**src/rtl/image_downsample_2x2_average_macros.svh**
```systemverilog
// ---------------------------------------------------------------------------
// Assertion macros for the 2x2 downsampler
// Concurrent checks that compile to nothing when SYNTHESIS is defined.
// ---------------------------------------------------------------------------
`ifndef IMAGE_DOWNSAMPLE_2X2_AVERAGE_MACROS_SVH
`define IMAGE_DOWNSAMPLE_2X2_AVERAGE_MACROS_SVH

`ifndef SYNTHESIS

// Same-cycle implication, disabled during reset.
`define IDS_ASSERT_IMPLY(label, clk, rst_n, ante, cons) \
  label: assert property (@(posedge clk) disable iff (!rst_n) (ante) |-> (cons)) \
    else $error("implication check failed");

// Next-cycle implication, disabled during reset.
`define IDS_ASSERT_NEXT(label, clk, rst_n, ante, cons) \
  label: assert property (@(posedge clk) disable iff (!rst_n) (ante) |=> (cons)) \
    else $error("next-cycle check failed");

`else

`define IDS_ASSERT_IMPLY(label, clk, rst_n, ante, cons)
`define IDS_ASSERT_NEXT(label, clk, rst_n, ante, cons)

`endif

`endif

```
**src/rtl/imgds_pkg.sv**
```systemverilog
// ---------------------------------------------------------------------------
// imgds_pkg
// Sizes, register indexes and types of the 2x2 downsampler.
// ---------------------------------------------------------------------------
package imgds_pkg;

  localparam int MAX_WIDTH    = 1024;
  localparam int HEIGHT_LIMIT = 1024;
  localparam int LINE_DEPTH   = MAX_WIDTH / 2;

  localparam int CFG_W  = 11;
  localparam int PIX_W  = 8;
  localparam int PAIR_W = PIX_W + 1;
  localparam int SUM_W  = PIX_W + 2;

  localparam int COL_W  = $clog2(MAX_WIDTH);
  localparam int IDX_W  = COL_W - 1;
  localparam int ROW_W  = $clog2(HEIGHT_LIMIT);

  // Compare widths: wide enough for the register and for count + 1.
  localparam int WID_W  = (CFG_W > COL_W + 1) ? CFG_W : COL_W + 1;
  localparam int HGT_W  = (CFG_W > ROW_W + 1) ? CFG_W : ROW_W + 1;

  localparam logic [CFG_W-1:0] WIDTH_RESET  = CFG_W'(640);
  localparam logic [CFG_W-1:0] HEIGHT_RESET = CFG_W'(480);

  typedef enum logic [0:0] {
    CFG_IMAGE_WIDTH  = 1'b0,
    CFG_IMAGE_HEIGHT = 1'b1
  } cfg_index_t;

endpackage

```
**src/rtl/image_downsample_2x2_average.sv**
```systemverilog
// ---------------------------------------------------------------------------
// image_downsample_2x2_average
// 2x2 box-filter downsampler with a line store of horizontal pair sums.
// ---------------------------------------------------------------------------
// Pixels enter in raster order, one per clock, and the block sustains one
// pixel per clock with no gaps while the receiver keeps up. Every output pixel
// is the floor of the mean of one 2x2 block. On an even row the sum of each
// horizontal pixel pair is written to a single line store (MAX_WIDTH/2
// entries, one write or one read per pixel); on the odd row below, the pixel
// closing a pair reads the stored sum at its acceptance into stage 1, and the
// result moves on to the output register as stage 1 advances. The input
// stalls only while a finished result waits in stage 1 behind a stalled
// output register. The line store has no clearing pass after reset. An odd
// last column or row is consumed without output. end_of_row marks the last
// pixel of each output row, end_of_frame the last pixel of the frame. Write
// image_width and image_height only while the block is idle; sizes below 2
// act as 2, widths above MAX_WIDTH and heights above 1024 are clamped.
// ---------------------------------------------------------------------------
`include "image_downsample_2x2_average_macros.svh"

module image_downsample_2x2_average
  import imgds_pkg::*;
(
  input  logic             clk,
  input  logic             rst_n,
  // configuration
  input  logic             cfg_we,
  input  logic [0:0]       cfg_index,
  input  logic [CFG_W-1:0] cfg_wdata,
  // input pixels
  input  logic             in_valid,
  output logic             in_stall,
  input  logic [PIX_W-1:0] in_pixel,
  // output pixels
  output logic             out_valid,
  input  logic             out_stall,
  output logic [PIX_W-1:0] out_avg_pixel,
  output logic             out_end_of_row,
  output logic             out_end_of_frame
);

  // Configuration registers
  logic [CFG_W-1:0] width_r, height_r;

  always_ff @(posedge clk) begin
    if (!rst_n) begin
      width_r  <= WIDTH_RESET;
      height_r <= HEIGHT_RESET;
    end else if (cfg_we) begin
      unique case (cfg_index_t'(cfg_index))
        CFG_IMAGE_WIDTH:  width_r  <= cfg_wdata;
        CFG_IMAGE_HEIGHT: height_r <= cfg_wdata;
        default: ;
      endcase
    end
  end

  // Clamp the sizes to their legal ranges.
  logic [WID_W-1:0] w_eff, out_w;
  logic [HGT_W-1:0] h_eff, out_h;

  always_comb begin
    if (WID_W'(width_r) < WID_W'(2))             w_eff = WID_W'(2);
    else if (WID_W'(width_r) > WID_W'(MAX_WIDTH)) w_eff = WID_W'(MAX_WIDTH);
    else                                           w_eff = WID_W'(width_r);
    if (HGT_W'(height_r) < HGT_W'(2))                h_eff = HGT_W'(2);
    else if (HGT_W'(height_r) > HGT_W'(HEIGHT_LIMIT)) h_eff = HGT_W'(HEIGHT_LIMIT);
    else                                               h_eff = HGT_W'(height_r);
    out_w = w_eff >> 1;
    out_h = h_eff >> 1;
  end

  // Position counters and the left pixel of the current pair
  logic [COL_W-1:0] col_r, col_nxt;
  logic [ROW_W-1:0] row_r, row_nxt;
  logic [PIX_W-1:0] left_r;

  // Stage 1: pair sum waiting for the line-store read data
  logic              s1_valid_r, s1_valid_nxt;
  logic [PAIR_W-1:0] s1_pair_r;
  logic              s1_eor_r, s1_eof_r;
  logic [PAIR_W-1:0] line_rdata_r;

  // Output register
  logic              out_valid_r, out_valid_nxt;
  logic [PIX_W-1:0]  out_avg_r;
  logic              out_eor_r, out_eof_r;

  logic              advance, in_accept;
  logic [IDX_W-1:0]  pair_idx;
  logic              in_cols, in_rows, col_odd, row_odd;
  logic              pair_active, line_wr, line_rd;
  logic              eor, eof;
  logic [PAIR_W-1:0] pair_sum;
  logic [SUM_W-1:0]  block_sum;

  // Stage 1 moves forward whenever the output register is free or draining.
  assign advance   = !out_valid_r || !out_stall;
  // Hold the input only while a finished result cannot move on.
  assign in_stall  = s1_valid_r && !advance;
  assign in_accept = in_valid && !in_stall;

  assign pair_idx = col_r[COL_W-1:1];
  assign col_odd  = col_r[0];
  assign row_odd  = row_r[0];
  assign in_cols  = WID_W'(pair_idx) < out_w;
  assign in_rows  = HGT_W'(row_r[ROW_W-1:1]) < out_h;

  assign pair_active = in_accept && col_odd && in_cols && in_rows;
  assign line_wr     = pair_active && !row_odd;
  assign line_rd     = pair_active && row_odd;

  assign pair_sum = {1'b0, left_r} + {1'b0, in_pixel};
  assign eor      = WID_W'(pair_idx) == (out_w - WID_W'(1));
  assign eof      = eor && (HGT_W'(row_r[ROW_W-1:1]) == (out_h - HGT_W'(1)));

  // Advance column and row at the end of each pixel.
  always_comb begin
    col_nxt = col_r;
    row_nxt = row_r;
    if (in_accept) begin
      if ((WID_W'(col_r) + WID_W'(1)) >= w_eff) begin
        col_nxt = '0;
        if ((HGT_W'(row_r) + HGT_W'(1)) >= h_eff) row_nxt = '0;
        else                                        row_nxt = row_r + ROW_W'(1);
      end else begin
        col_nxt = col_r + COL_W'(1);
      end
    end
  end

  always_comb begin
    s1_valid_nxt = s1_valid_r;
    if (line_rd)      s1_valid_nxt = 1'b1;
    else if (advance) s1_valid_nxt = 1'b0;
    out_valid_nxt = out_valid_r;
    if (advance) out_valid_nxt = s1_valid_r;
  end

  always_ff @(posedge clk) begin
    if (!rst_n) begin
      col_r       <= '0;
      row_r       <= '0;
      left_r      <= '0;
      s1_valid_r  <= 1'b0;
      out_valid_r <= 1'b0;
    end else begin
      col_r       <= col_nxt;
      row_r       <= row_nxt;
      s1_valid_r  <= s1_valid_nxt;
      out_valid_r <= out_valid_nxt;
      if (in_accept && !col_odd) left_r <= in_pixel;
    end
  end

  // Line store of pair sums: one access per pixel, read data registered.
  logic [PAIR_W-1:0] line_mem [LINE_DEPTH];

  always_ff @(posedge clk) begin
    if (line_wr) line_mem[pair_idx] <= pair_sum;
    if (line_rd) line_rdata_r <= line_mem[pair_idx];
  end

  // Stage 1 payload: load with the read, hold while stalled.
  always_ff @(posedge clk) begin
    if (line_rd) begin
      s1_pair_r <= pair_sum;
      s1_eor_r  <= eor;
      s1_eof_r  <= eof;
    end
  end

  // Add the pair above and divide by four.
  assign block_sum = {1'b0, line_rdata_r} + {1'b0, s1_pair_r};

  always_ff @(posedge clk) begin
    if (advance && s1_valid_r) begin
      out_avg_r <= block_sum[SUM_W-1:2];
      out_eor_r <= s1_eor_r;
      out_eof_r <= s1_eof_r;
    end
  end

  assign out_valid        = out_valid_r;
  assign out_avg_pixel    = out_avg_r;
  assign out_end_of_row   = out_eor_r;
  assign out_end_of_frame = out_eof_r;

  // Checks
  `IDS_ASSERT_IMPLY(a_stall_needs_s1, clk, rst_n, in_stall, s1_valid_r && out_valid_r)
  `IDS_ASSERT_NEXT(a_s1_holds, clk, rst_n, s1_valid_r && !advance, s1_valid_r && $stable(s1_pair_r))
  `IDS_ASSERT_IMPLY(a_eof_is_eor, clk, rst_n, out_valid_r && out_eof_r, out_eor_r)
  `IDS_ASSERT_IMPLY(a_one_access, clk, rst_n, line_wr, !line_rd)

endmodule

```
**config.mk**
```make
export PLATFORM = sky130hd
export DESIGN_NAME = image_downsample_2x2_average
export DESIGN_NICKNAME = d
export VERILOG_FILES = /design/src/rtl/imgds_pkg.sv /design/src/rtl/image_downsample_2x2_average.sv
export VERILOG_INCLUDE_DIRS = /design/src /design/src/rtl
export SDC_FILE = /design/constraint.sdc
export NUM_CORES = 2
export LEC_CHECK = 0
export CAP_MARGIN = 20
export CORE_MARGIN = 3
export CORE_UTILIZATION = 50
export CTS_CLUSTER_SIZE = 20
export DETAILED_ROUTE_END_ITERATION = 6
export DONT_BUFFER_PORTS = 1
export GPL_TIMING_DRIVEN = 0
export HOLD_SLACK_MARGIN = 0.12
export PLACE_DENSITY_LB_ADDON = 0.08
export REMOVE_ABC_BUFFERS = 1
export SLEW_MARGIN = 20
export SYNTH_ARGS = -nofsm -noshare
export SYNTH_HDL_FRONTEND = slang
export SYNTH_MEMORY_MAX_BITS = 65536
export SYNTH_SLANG_ARGS = --single-unit
export TNS_END_PERCENT = 30
```
**constraint.sdc**
```tcl
create_clock -name clk -period 33.1 [get_ports clk]
set_input_delay 6.62 -clock clk [delete_from_list [all_inputs] [get_ports clk]]
set_output_delay 6.62 -clock clk [all_outputs]
set_load 0.05 [all_outputs]
```
==> run_results.csv <==
group,metric,value,unit
run_status,status,"finished with violations",
run_status,violations,"DRC",
global_route,grt_use_total,0.269,
yosys,synth_cell_type_count,71,
sta,whs,418,ps
die,rows,221,
critical_path,max_stage_delay,410,ps
clocking,cts_tree,"yes",
run,maxCapViolCount,0,
critical_path,worst_setup_path_end_kind,"output port",
clocking,post_cts_resized,0,
global_route,grt_overflow,0,
critical_path,crit_fanout,3,
detailed_routing,dr.first_iter.drc_count,10800,
detailed_routing,top_layer_used,"met5",
detailed_routing,wl_met1,205000,µm
yosys,synthTopCellsByArea,"edfxtp_1 76%, mux4_2 16%, mux2i_1 1.1%, nor2_1 1.0%, nand2_1 0.85%",
yosys,async_flop_share,0,
critical_path,worst_path_max_delay_cell,"inv_1",
placement,io_buffers,0,
yosys,synth_area,0.184,mm²
pwr,power_per_cell_area,60.3,mW/mm²
sta,tns,0,ps
sta,fmax,72.7,MHz
sta,fin_skew,43.5,ps
critical_path,worstPathRequired,26480,ps
pwr,clockPowerShare,0.413,
sta,relSlewSlack,0.215,
sta,hold_violations,0,
yosys,synthTopCellsByCount,"4,638 x edfxtp_1, 1,265 x mux4_2, 508 x nor2_1, 417 x nand2_1, 199 x clkbuf_1",
die,die_x,612,µm
die,start_util,0.505,
clocking,cts.sinks,4690,
global_route,antenna_found_initial,26,
pwr,p_sw,0.00276,W
clocking,cts_buffer_depth,4,
cells_and_area,fin_nets,9188,
yosys,synth_top_area_share,0.758,
cells_and_area,layout-drive-gt1-share,0.283,
global_route,grt_pass1_wl,709000,µm
clocking,h-tree-depth,5,
pwr,finalPower,0.0128,W
placement,gp_congestion,0.801,
critical_path,arrival,7130,ps
placement,dpl.hpwl,339000,µm
pwr,comb_power_share,0.059,
detailed_routing,drc,4,
detailed_routing,ant_nets,0,
worst_hold_path,min_path_type,"reg -> reg",
global_route,grt_max_degree,114,
global_route,grt_pass1_vias,91100,
yosys,ys_seq_area_frac,0.764,
clocking,cts_setup_buffers,0,
yosys,postSynthAreaPerCell,21.4,µm²
die,die-area,0.375,mm²
detailed_routing,num_vias,91100,
pwr,seqPwrFrac,0.527,
yosys,synth-seq-cells,4690,
critical_path,critPathLaunchType,"input pin",
sta,setup_ws,19350,ps
cells_and_area,area_growth,15.2,%
placement,post-place-ws,19350,ps
yosys,yosysMostFrequentCell,"edfxtp_1",
sta,finalSetupViolCount,0,
pwr,p_int,0.0100,W
yosys,ys.warnings.count,0,
clocking,cts_buffers,474,
pwr,p_sw_frac,0.216,
cells_and_area,fin_cells,14300,
clocking,clock_latency,990,ps
clocking,clkSlewWorstSetupHoldPaths,60,ps
yosys,synth-main-ff-cell,"edfxtp_1",
detailed_routing,wl_met2,238000,µm
die,die_h,612,µm
critical_path,criticalPathCategory,"in -> out",
critical_path,path_cells,"nand3_1 -> inv_1",
pwr,cellLeakagePower,64.2,nW
die,core_area,0.364,mm²
detailed_routing,routed_via_density,6.36,
sta,fin_crit,13750,ps
critical_path,cp_top_family,"buffers and inverters",
yosys,synth_edf_count,4638,
sta,worstMarginPinSlew,1170,ps
die,pin_count,37,
critical_path,path_buf_inv,1,
clocking,hold_buffers,0,
detailed_routing,avgRoutedWirePerCell,35.0,µm
clocking,cts-root-buf,"clkbuf_16",
sta,min_period_over_period,0.415,
detailed_routing,wl_met3,41800,µm
yosys,synthCells,8604,
sta,rsz0062_at_grt,"false",
detailed_routing,wl,501000,µm
sta,maxSlewViolCount,0,
detailed_routing,drtPass1Iterations,7,
placement,numPlacedInstances,13400,
pwr,ir_drop,48.8,µV
yosys,yosys.area.top_type,"edfxtp_1",
## logic make-up after synthesis
| group | after synthesis | share of synthesized area |
|---|---|---|
| adder cells (fa/ha/maj) | 61 | 0.00419 |
| multiplexers | 1470 | 0.166 |
| buffers and inverters | 538 | 0.0145 |
| AND/OR/NAND/NOR | 1258 | 0.0292 |
| XOR/XNOR | 46 | 0.00219 |
| flip-flops | 4690 | 0.764 |
| AO/OA/AOI/OAI | 541 | 0.0201 |
## through the flow
stage | util | cell area, µm²
after floorplan | - | 181000
after global placement | 0.514 | 187000
after detailed placement | 0.539 | 196000
after CTS | 0.581 | 212000
after global routing | 0.581 | 212000
final | 0.582 | 212000
## cells in the final DEF (no fill, tap or decap), types with 25 or more instances in the layout
master / netlist / routed
nor2_1: 508 / 467
buf_12: 0 / 49
buf_8: 0 / 41
nand4_1: 25 / 25
nand2_1: 417 / 410
a21oi_1: 108 / 106
ha_1: 60 / 59
nor3_2: 1 / 99
clkbuf_1: 199 / 90
nor3_1: 129 / 30
buf_4: 54 / 98
mux2i_1: 195 / 195
a31oi_1: 27 / 27
xnor2_1: 33 / 28
clkinv_1: 2 / 121
o21ai_0: 65 / 63
bufinv_16: 0 / 47
a21boi_0: 37 / 36
nand3_1: 75 / 74
clkbuf_16: 0 / 479
edfxtp_1: 4638 / 4638
a22oi_1: 120 / 120
clkinv_2: 0 / 97
buf_6: 31 / 211
buf_16: 0 / 131
dfxtp_1: 52 / 43
mux4_2: 1265 / 1265
nor2_2: 0 / 28
## worst paths after layout
check,end,depth (start not counted),slack [ps],from
max,in_stall,2,19350,out_stall
min,out_end_of_row$_DFFE_PP_,0,420,s1_eor_r$_DFFE_PP_
max reg2reg,line_mem[364][3]$_DFFE_PP_,18,26860,col_r[1]$_SDFFE_PN0P_
min reg2reg,out_end_of_row$_DFFE_PP_,0,420,s1_eor_r$_DFFE_PP_
## flip-flops by register name (all words and copies together) (netlist names), 8 cells and up
name / flops
col_r: 10
height_r: 11
left_r: 8
line_mem: 4608
line_rdata_r: 9
out_avg_pixel: 8
row_r: 10
s1_pair_r: 9
width_r: 11
## routing by layer
| layer | up-vias | track usage |
|---|---|---|
| met4 | 18 | 0.0793 |
| met3 | 700 | 0.0510 |
| li1 | 37100 | - |
| met1 | 49400 | 0.391 |
| met5 | - | 0 |
| met2 | 3909 | 0.419 |
## cell type report
type                    instances  area (µm²)
clock inverters               308        2870
diodes                         10        25.0
clock buffers                 573       12400
repair buffers                531        8320
flip-flops and latches       4690      140000
inverters                      29         131
well taps                    4794        6000
multi-input cells            3376       41700
fillers                     26300      152000
## power by group through the flow
stage / registers [W] / clock network [W] / logic (W)
3_5_place_dp: 0.00686 / 0 / 0.000766
5_1_grt: 0.00673 / 0.00560 / 0.000811
3_3_place_gp: 0.00746 / 0 / 0.00108
4_1_cts: 0.00674 / 0.00536 / 0.000767
2_1_floorplan: 0.00715 / 0 / 0.000702
6_report: 0.00674 / 0.00528 / 0.000760
(Power assumes the default switching activity.)
